$ cat src/rtl/core/two_button_debounce_auto_repeat_top_macros.svh
// Assertion macros for the two-button debounce block
`ifndef TWO_BUTTON_DEBOUNCE_AUTO_REPEAT_TOP_MACROS_SVH
`define TWO_BUTTON_DEBOUNCE_AUTO_REPEAT_TOP_MACROS_SVH

// Check cons in the same cycle as cond
`define TBD_ASSERT_SAME(label, clk, rstn, cond, cons, msg) \
    label: assert property (@(posedge clk) disable iff (!(rstn)) (cond) |-> (cons)) \
        else $error(msg);

// Check cons in the cycle after cond
`define TBD_ASSERT_NEXT(label, clk, rstn, cond, cons, msg) \
    label: assert property (@(posedge clk) disable iff (!(rstn)) (cond) |=> (cons)) \
        else $error(msg);

`endif

$ cat src/rtl/core/tbd_pkg.sv
// Shared types and constants for the two-button debounce block
`timescale 1ns / 1ps

package tbd_pkg;

    localparam int unsigned CFG_INDEX_WIDTH = 3;
    localparam int unsigned CFG_DATA_WIDTH  = 16;
    localparam int unsigned DATA_WIDTH      = 8;

    typedef enum logic [CFG_INDEX_WIDTH-1:0] {
        REG_PRESSED_LEVEL = 3'd0,
        REG_FIRST_DELAY   = 3'd1,
        REG_SLOW_INTERVAL = 3'd2,
        REG_SECOND_DELAY  = 3'd3,
        REG_FAST_INTERVAL = 3'd4
    } cfg_reg_t;

    typedef enum logic [1:0] {
        PH_FIRST = 2'd0,
        PH_DELAY = 2'd1,
        PH_SLOW  = 2'd2,
        PH_FAST  = 2'd3
    } phase_t;

    typedef enum logic [1:0] {
        Q_UNSTABLE = 2'd0,
        Q_RELEASED = 2'd1,
        Q_PRESSED  = 2'd2
    } qual_t;

    localparam logic [CFG_DATA_WIDTH-1:0] FIRST_DELAY_RST   = 16'd100;
    localparam logic [CFG_DATA_WIDTH-1:0] SLOW_INTERVAL_RST = 16'd20;
    localparam logic [CFG_DATA_WIDTH-1:0] SECOND_DELAY_RST  = 16'd300;
    localparam logic [CFG_DATA_WIDTH-1:0] FAST_INTERVAL_RST = 16'd10;

endpackage

$ cat src/rtl/core/two_button_debounce_auto_repeat_top.sv
// Two-button debouncer with four-phase auto-repeat, one item per tick
//
// Input channel s_*: one item per tick with the raw levels of buttons A and B.
// Result channel m_*: one item per input item with a one-tick press pulse
// per button. Button A has priority; a stable release of either button, with
// neither button stably pressed, resets both repeat machines.
// Configuration: write cfg_wdata into register cfg_index while cfg_wr_en is
// high (0 pressed_level, 1 first_delay, 2 slow_interval, 3 second_delay,
// 4 fast_interval); other indexes are ignored. Write only while idle.
// The result is registered and is valid in the cycle after the item is accepted.
// Throughput: one item per cycle while m_tready is high; the qualifier, phase
// machine and counter update of both buttons sit between the state registers
// and the result register.
// Reset: both sample pairs go to level 1, phases and counters clear,
// registers take their defaults and the result register empties.
// Stall: while m_tready is low the result holds and s_tready drops once the
// result register is full; no item is lost or repeated.
`timescale 1ns / 1ps

`include "two_button_debounce_auto_repeat_top_macros.svh"

module two_button_debounce_auto_repeat_top #(
    parameter int unsigned COUNT_WIDTH = 16
) (
    input  logic                                   aclk,
    input  logic                                   aresetn,
    input  logic                                   s_tvalid,
    output logic                                   s_tready,
    input  logic [tbd_pkg::DATA_WIDTH-1:0]         s_tdata,   // pin_a, pin_b, zero fill
    output logic                                   m_tvalid,
    input  logic                                   m_tready,
    output logic [tbd_pkg::DATA_WIDTH-1:0]         m_tdata,   // press_a, press_b, zero fill
    input  logic                                   cfg_wr_en,
    input  logic [tbd_pkg::CFG_INDEX_WIDTH-1:0]    cfg_index,
    input  logic [tbd_pkg::CFG_DATA_WIDTH-1:0]     cfg_wdata
);

    localparam int unsigned CMP_WIDTH =
        (COUNT_WIDTH > tbd_pkg::CFG_DATA_WIDTH) ? COUNT_WIDTH : tbd_pkg::CFG_DATA_WIDTH;

    typedef struct packed {
        tbd_pkg::phase_t        phase;
        logic [COUNT_WIDTH-1:0] held;
        logic [COUNT_WIDTH-1:0] rep;
    } btn_t;

    typedef struct packed {
        btn_t st;
        logic pulse;
    } step_t;

    localparam btn_t BTN_CLEAR = '{phase: tbd_pkg::PH_FIRST, held: '0, rep: '0};

    logic                                pressed_level_reg;
    logic [tbd_pkg::CFG_DATA_WIDTH-1:0]  first_delay_reg;
    logic [tbd_pkg::CFG_DATA_WIDTH-1:0]  slow_interval_reg;
    logic [tbd_pkg::CFG_DATA_WIDTH-1:0]  second_delay_reg;
    logic [tbd_pkg::CFG_DATA_WIDTH-1:0]  fast_interval_reg;

    logic [1:0] samples_a_reg, samples_a_next;
    logic [1:0] samples_b_reg, samples_b_next;
    btn_t       btn_a_reg, btn_a_next;
    btn_t       btn_b_reg, btn_b_next;

    logic                           m_tvalid_reg;
    logic [tbd_pkg::DATA_WIDTH-1:0] m_tdata_reg, m_tdata_next;

    logic           s_accept;
    logic           pin_a, pin_b;
    tbd_pkg::qual_t qual_a, qual_b;
    step_t          step_a, step_b;
    logic           press_a_next, press_b_next;

    function automatic tbd_pkg::qual_t qualify(input logic prev_cur, input logic pin,
                                               input logic level);
        tbd_pkg::qual_t q;
        if (pin != prev_cur) begin
            q = tbd_pkg::Q_UNSTABLE;
        end else if (pin == level) begin
            q = tbd_pkg::Q_PRESSED;
        end else begin
            q = tbd_pkg::Q_RELEASED;
        end
        return q;
    endfunction

    function automatic step_t advance(input btn_t b,
                                      input logic [tbd_pkg::CFG_DATA_WIDTH-1:0] first_d,
                                      input logic [tbd_pkg::CFG_DATA_WIDTH-1:0] slow_i,
                                      input logic [tbd_pkg::CFG_DATA_WIDTH-1:0] second_d,
                                      input logic [tbd_pkg::CFG_DATA_WIDTH-1:0] fast_i);
        step_t                  r;
        logic [COUNT_WIDTH-1:0] held_inc;
        logic [COUNT_WIDTH-1:0] rep_inc;
        r        = '{st: b, pulse: 1'b0};
        held_inc = b.held + COUNT_WIDTH'(1);
        rep_inc  = b.rep + COUNT_WIDTH'(1);
        case (b.phase)
            tbd_pkg::PH_FIRST: begin
                r.pulse    = 1'b1;
                r.st.phase = tbd_pkg::PH_DELAY;
            end
            tbd_pkg::PH_DELAY: begin
                r.st.held = held_inc;
                if (CMP_WIDTH'(held_inc) >= CMP_WIDTH'(first_d)) begin
                    r.pulse    = 1'b1;
                    r.st.phase = tbd_pkg::PH_SLOW;
                end
            end
            tbd_pkg::PH_SLOW: begin
                r.st.held = held_inc;
                r.st.rep  = rep_inc;
                if (CMP_WIDTH'(rep_inc) == CMP_WIDTH'(slow_i)) begin
                    r.pulse  = 1'b1;
                    r.st.rep = '0;
                end
                if (CMP_WIDTH'(held_inc) >= CMP_WIDTH'(second_d)) begin
                    r.pulse    = 1'b1;
                    r.st.phase = tbd_pkg::PH_FAST;
                end
            end
            tbd_pkg::PH_FAST: begin
                r.st.held = held_inc;
                if (CMP_WIDTH'(held_inc) >= CMP_WIDTH'(fast_i)) begin
                    r.pulse   = 1'b1;
                    r.st.held = '0;
                end
            end
            default: begin
                r = '{st: b, pulse: 1'b0};
            end
        endcase
        return r;
    endfunction

    assign s_tready = !m_tvalid_reg || m_tready;
    assign s_accept = s_tvalid && s_tready;
    assign pin_a    = s_tdata[0];
    assign pin_b    = s_tdata[1];
    assign m_tvalid = m_tvalid_reg;
    assign m_tdata  = m_tdata_reg;

    always_comb begin
        samples_a_next = {samples_a_reg[0], pin_a};
        samples_b_next = {samples_b_reg[0], pin_b};
        qual_a = qualify(samples_a_reg[0], pin_a, pressed_level_reg);
        qual_b = qualify(samples_b_reg[0], pin_b, pressed_level_reg);
        step_a = advance(btn_a_reg, first_delay_reg, slow_interval_reg,
                         second_delay_reg, fast_interval_reg);
        step_b = advance(btn_b_reg, first_delay_reg, slow_interval_reg,
                         second_delay_reg, fast_interval_reg);
        btn_a_next   = btn_a_reg;
        btn_b_next   = btn_b_reg;
        press_a_next = 1'b0;
        press_b_next = 1'b0;
        if (qual_a == tbd_pkg::Q_PRESSED) begin
            btn_a_next   = step_a.st;
            btn_b_next   = BTN_CLEAR;
            press_a_next = step_a.pulse;
        end else if (qual_b == tbd_pkg::Q_PRESSED) begin
            btn_a_next   = BTN_CLEAR;
            btn_b_next   = step_b.st;
            press_b_next = step_b.pulse;
        end else if (qual_a == tbd_pkg::Q_RELEASED || qual_b == tbd_pkg::Q_RELEASED) begin
            btn_a_next = BTN_CLEAR;
            btn_b_next = BTN_CLEAR;
        end
        m_tdata_next = {{(tbd_pkg::DATA_WIDTH-2){1'b0}}, press_b_next, press_a_next};
    end

    always_ff @(posedge aclk) begin
        if (!aresetn) begin
            pressed_level_reg <= 1'b0;
            first_delay_reg   <= tbd_pkg::FIRST_DELAY_RST;
            slow_interval_reg <= tbd_pkg::SLOW_INTERVAL_RST;
            second_delay_reg  <= tbd_pkg::SECOND_DELAY_RST;
            fast_interval_reg <= tbd_pkg::FAST_INTERVAL_RST;
        end else if (cfg_wr_en) begin
            case (cfg_index)
                tbd_pkg::REG_PRESSED_LEVEL: pressed_level_reg <= cfg_wdata[0];
                tbd_pkg::REG_FIRST_DELAY:   first_delay_reg   <= cfg_wdata;
                tbd_pkg::REG_SLOW_INTERVAL: slow_interval_reg <= cfg_wdata;
                tbd_pkg::REG_SECOND_DELAY:  second_delay_reg  <= cfg_wdata;
                tbd_pkg::REG_FAST_INTERVAL: fast_interval_reg <= cfg_wdata;
                default: begin
                end
            endcase
        end
    end

    always_ff @(posedge aclk) begin
        if (!aresetn) begin
            samples_a_reg <= 2'b11;
            samples_b_reg <= 2'b11;
            btn_a_reg     <= BTN_CLEAR;
            btn_b_reg     <= BTN_CLEAR;
            m_tvalid_reg  <= 1'b0;
        end else begin
            if (s_accept) begin
                samples_a_reg <= samples_a_next;
                samples_b_reg <= samples_b_next;
                btn_a_reg     <= btn_a_next;
                btn_b_reg     <= btn_b_next;
                m_tvalid_reg  <= 1'b1;
            end else if (m_tready) begin
                m_tvalid_reg  <= 1'b0;
            end
        end
    end

    always_ff @(posedge aclk) begin
        if (s_accept) begin
            m_tdata_reg <= m_tdata_next;
        end
    end

    `TBD_ASSERT_SAME(a_one_press, aclk, aresetn, m_tvalid_reg,
        !(m_tdata_reg[0] && m_tdata_reg[1]), "both buttons pulsed in one item")
    `TBD_ASSERT_SAME(a_one_machine, aclk, aresetn, 1'b1,
        btn_a_reg.phase == tbd_pkg::PH_FIRST || btn_b_reg.phase == tbd_pkg::PH_FIRST,
        "both repeat machines active")
    `TBD_ASSERT_NEXT(a_accept_result, aclk, aresetn, s_accept, m_tvalid_reg,
        "accepted item gave no result")
    `TBD_ASSERT_NEXT(a_first_pulse, aclk, aresetn,
        s_accept && btn_a_reg.phase == tbd_pkg::PH_FIRST && qual_a == tbd_pkg::Q_PRESSED,
        m_tdata_reg[0] && btn_a_reg.phase == tbd_pkg::PH_DELAY,
        "first press of A gave no pulse")

endmodule
$ cat config.mk
export PLATFORM = sky130hd
export DESIGN_NAME = two_button_debounce_auto_repeat_top
export DESIGN_NICKNAME = d
export VERILOG_FILES = /design/src/rtl/core/tbd_pkg.sv /design/src/rtl/core/two_button_debounce_auto_repeat_top.sv
export VERILOG_INCLUDE_DIRS = /design/src /design/src/rtl/core
export SDC_FILE = /design/constraint.sdc
export NUM_CORES = 1
export LEC_CHECK = 0
export BUFFER_PORTS_ARGS = -buffer_cell sky130_fd_sc_hd__buf_2
export CAP_MARGIN = 15
export CORE_ASPECT_RATIO = 0.7
export CORE_MARGIN = 10
export CORE_UTILIZATION = 44
export CTS_BUF_LIST = sky130_fd_sc_hd__clkbuf_16
export CTS_CLUSTER_SIZE = 8
export DETAILED_ROUTE_END_ITERATION = 16
export HOLD_SLACK_MARGIN = 0.03
export PLACE_DENSITY = 0.59
export RECOVER_POWER = 25
export SLEW_MARGIN = 0
export SYNTH_ARGS = -nofsm -noshare
export SYNTH_HDL_FRONTEND = slang
export SYNTH_SLANG_ARGS = --single-unit
$ cat constraint.sdc
create_clock -name aclk -period 5.1 [get_ports aclk]
set_input_delay 0.255 -clock aclk [delete_from_list [all_inputs] [get_ports aclk]]
set_output_delay 0.255 -clock aclk [all_outputs]
set_load 0.01 [all_outputs]
==> impl_metrics.json <==
{
  "outcome": "finished with violations",
  "violations": "max-capacitance violations, max-slew violations",
  "maxCapViolCount": 1,
  "pin_count": 42,
  "yosysSeqAreaShare_pct": 29.2,
  "routabilityCongestion": 0.941,
  "ant_nets": 0,
  "cp.arrival_ns": 4.64,
  "place_inst": 1470,
  "cts_resized": 0,
  "drt_iter0_markers": 754,
  "route.vias.total": 8611,
  "cp-start-kind": "flop",
  "ys_warn_count": 0,
  "wl_per_cell_um": 18.6,
  "path_class": "reg -> reg",
  "drive_above_1_share_pct": 7.42,
  "switching_share_pct": 24.5,
  "synth.cell_area_sq_mm": 0.00953,
  "worstPathRequired_ns": 5.44,
  "die_h_um": 143,
  "design_area_sq_mm": 0.0105,
  "cts_setup_buffers": 0,
  "die_w_um": 196,
  "finalSetupTns_ns": 0,
  "synthArstFlopShare_pct": 0,
  "routed_via_density": 5.73,
  "slew_viol_final": 34,
  "cts_tree": "built",
  "instances_no_fill": 1502,
  "post-route-drc-count": 0,
  "synth-edff-count": 2,
  "worstSkewPairLatency_ns": 0.44,
  "pwr_density_cell_mw_per_mm2": 259,
  "intPower_mw": 2.05,
  "grt_max_degree": 69,
  "nFillCells": 2038,
  "grt_overflow": 0,
  "pwr-share-clk_pct": 51.3,
  "routed_wl_um": 27900,
  "synth_seq_cells": 138,
  "grt_setup_unrepaired": "no",
  "combPwrFrac_pct": 7.8,
  "grt_first_pass_wirelength_um": 43600,
  "setup_viol": 0,
  "fmax_mhz": 232,
  "hold_viol": 0,
  "grt_antenna_before_repair": 0,
  "pwr-share-seq_pct": 40.9,
  "initial_core_util_pct": 45.3,
  "worst_pin_slew_ns": 1.84,
  "cts_max_level": 4,
  "synth_ff_type": "dfxtp_1",
  "final_cell_mix": "nand2_1 (206), dfxtp_1 (136), a21oi_1 (115)",
  "final_common_cell": "nand2_1",
  "min_period_over_period_pct": 84.5,
  "synthCells": 1211,
  "antenna_cells": 0,
  "min_path_type": "in -> reg",
  "cts_root_buf": "clkbuf_16",
  "end_kind": "flop",
  "dieArea_sq_mm": 0.0280,
  "period_minus_slack_ns": 4.31,
  "firstDrtPassIters": 6,
  "clkTransAtPathRegs_ns": 0.06,
  "rows": 44,
  "crit_fanout": 9,
  "dp_hpwl_um": 21300,
  "grt_pass1_vias": 7669,
  "skew_ns": 0.0108,
  "p_switching_mw": 0.665,
  "ctsLongestPathBuffers": 2,
  "portBuffers": 29,
  "place_area_sq_mm": 0.00983,
  "core_area_sq_mm": 0.0210,
  "cts.hold.buffers_added": 0,
  "clock-sinks": 138,
  "nNetsFinal": 1355,
  "track_usage_pct": 19.5,
  "max_slew_margin_pct": -22.4,
  "cts_buffers": 17,
  "area_delta_synth_final_pct": 9.90,
  "synth_cell_types": 74,
  "synth_area_per_cell_sq_um": 7.87,
  "peakVddDrop_mv": 0.238,
  "p_leak_nw": 4.14
}
## path summary, 6_finish.rpt
path / slack [ns] / startpoint / end / depth (start not counted)
hold / removal: 0.07 / s_tvalid / m_tvalid / 3
setup reg to reg: 0.79 / btn_b_reg[16] / btn_b_reg[18] / 16
setup / recovery: 0.79 / btn_b_reg[16] / btn_b_reg[18] / 16
hold reg to reg: 0.45 / fast_interval_reg[7] / fast_interval_reg[7] / 2
## cell type report
type	instances	area, sq um	area share, %
clock buffer	18	450	4.30
clock inverter	14	200	1.91
inverter	74	278	2.65
multi-input combinational	944	6210	59.3
sequential	138	2780	26.6
tap	276	345	3.30
timing repair buffer	38	201	1.92
## through the flow
step	hold WS, ns	utilization, %	setup slack (ns)	total power [mW]
after floorplan	0.379	-	1.34	1.27
after global placement	0.442	46.8	0.989	1.34
after detailed placement	0.447	46.8	1.01	1.34
after CTS	0.0518	49.9	0.970	2.74
after global routing	0.0948	49.8	0.399	2.81
final	0.0680	49.8	0.793	2.72
## metal layers
layer / wire length (um) / vias up / GRT usage, %
li1: - / 4285 / -
met5: 0 / - / 0
met4: 240 / 0 / 4.17
met3: 2370 / 25 / 4.33
met2: 10400 / 293 / 25.3
met1: 14800 / 4008 / 30.9
## power by group through the flow
stage	combinational [mW]	clock (mW)	sequential, mW
global placement	0.207	0	1.13
detailed placement	0.208	0	1.13
finish	0.212	1.39	1.11
floorplan	0.139	0	1.13
CTS	0.210	1.42	1.11
global route	0.236	1.46	1.11
## worst max-delay path, cell delays in order, from the launching register on
cell	delay [ns]
dfxtp_1	0.49
ha_1	0.26
inv_1	0.08
nor2_1	0.17
and3_1	0.25
and3_1	0.30
nand3_1	0.12
xnor2_1	0.38
ha_1	0.34
a21o_1	0.19
a221oi_1	0.39
nand3_1	0.11
o211ai_1	0.22
nand4_1	0.35
o21ai_0	0.41
nand2_1	0.08
o31ai_1	0.06
## cells in the mapped netlist, types with 3 or more instances
cell type / number / area share, %
nor3b_1: 6 / 0.47
inv_1: 74 / 2.9
nand4_1: 29 / 1.9
a2111oi_0: 3 / 0.28
buf_1: 3 / 0.12
nor4b_1: 3 / 0.28
buf_4: 8 / 0.63
a21oi_1: 115 / 6.0
nand3b_1: 8 / 0.63
dfxtp_1: 136 / 29
buf_2: 7 / 0.37
and4_1: 4 / 0.37
mux2i_1: 4 / 0.42
a31oi_1: 5 / 0.33
and3_1: 21 / 1.4
nand2b_1: 7 / 0.46
xor2_1: 31 / 2.8
xnor2_1: 48 / 4.4
ha_1: 110 / 14
or4_1: 3 / 0.24
nor2_1: 52 / 2.0
a211oi_1: 8 / 0.63
or2_2: 3 / 0.20
o211ai_1: 14 / 1.1
or3_1: 9 / 0.59
nor4_1: 8 / 0.53
a221oi_1: 5 / 0.46
o21ai_0: 57 / 3.0
o22ai_2: 9 / 1.2
and2_1: 5 / 0.33
o31ai_1: 7 / 0.55
nor2b_1: 7 / 0.46
a21o_1: 14 / 1.1
nand3_1: 65 / 3.4
a22oi_1: 8 / 0.63
nor3_1: 10 / 0.53
nand2_1: 206 / 8.1
o22ai_1: 6 / 0.39
clkbuf_1: 40 / 1.6
o21a_1: 7 / 0.55
## cell families (layout without fill, tap and decap cells)
family / Yosys count / in the layout / share of synthesized area [%]
AOI/OAI and AO/OA: 285 / 285 / 19.0
xor gates and xnor gates: 80 / 80 / 7.50
adders and majority gates: 110 / 110 / 14.4
buffers and inverters: 134 / 144 / 5.78
DFF: 138 / 138 / 29.2
muxes: 5 / 5 / 0.538
other: 1 / 6 / 0.0394
and+or+nand+nor: 458 / 458 / 23.5
Power figures use the tool's default switching activity.
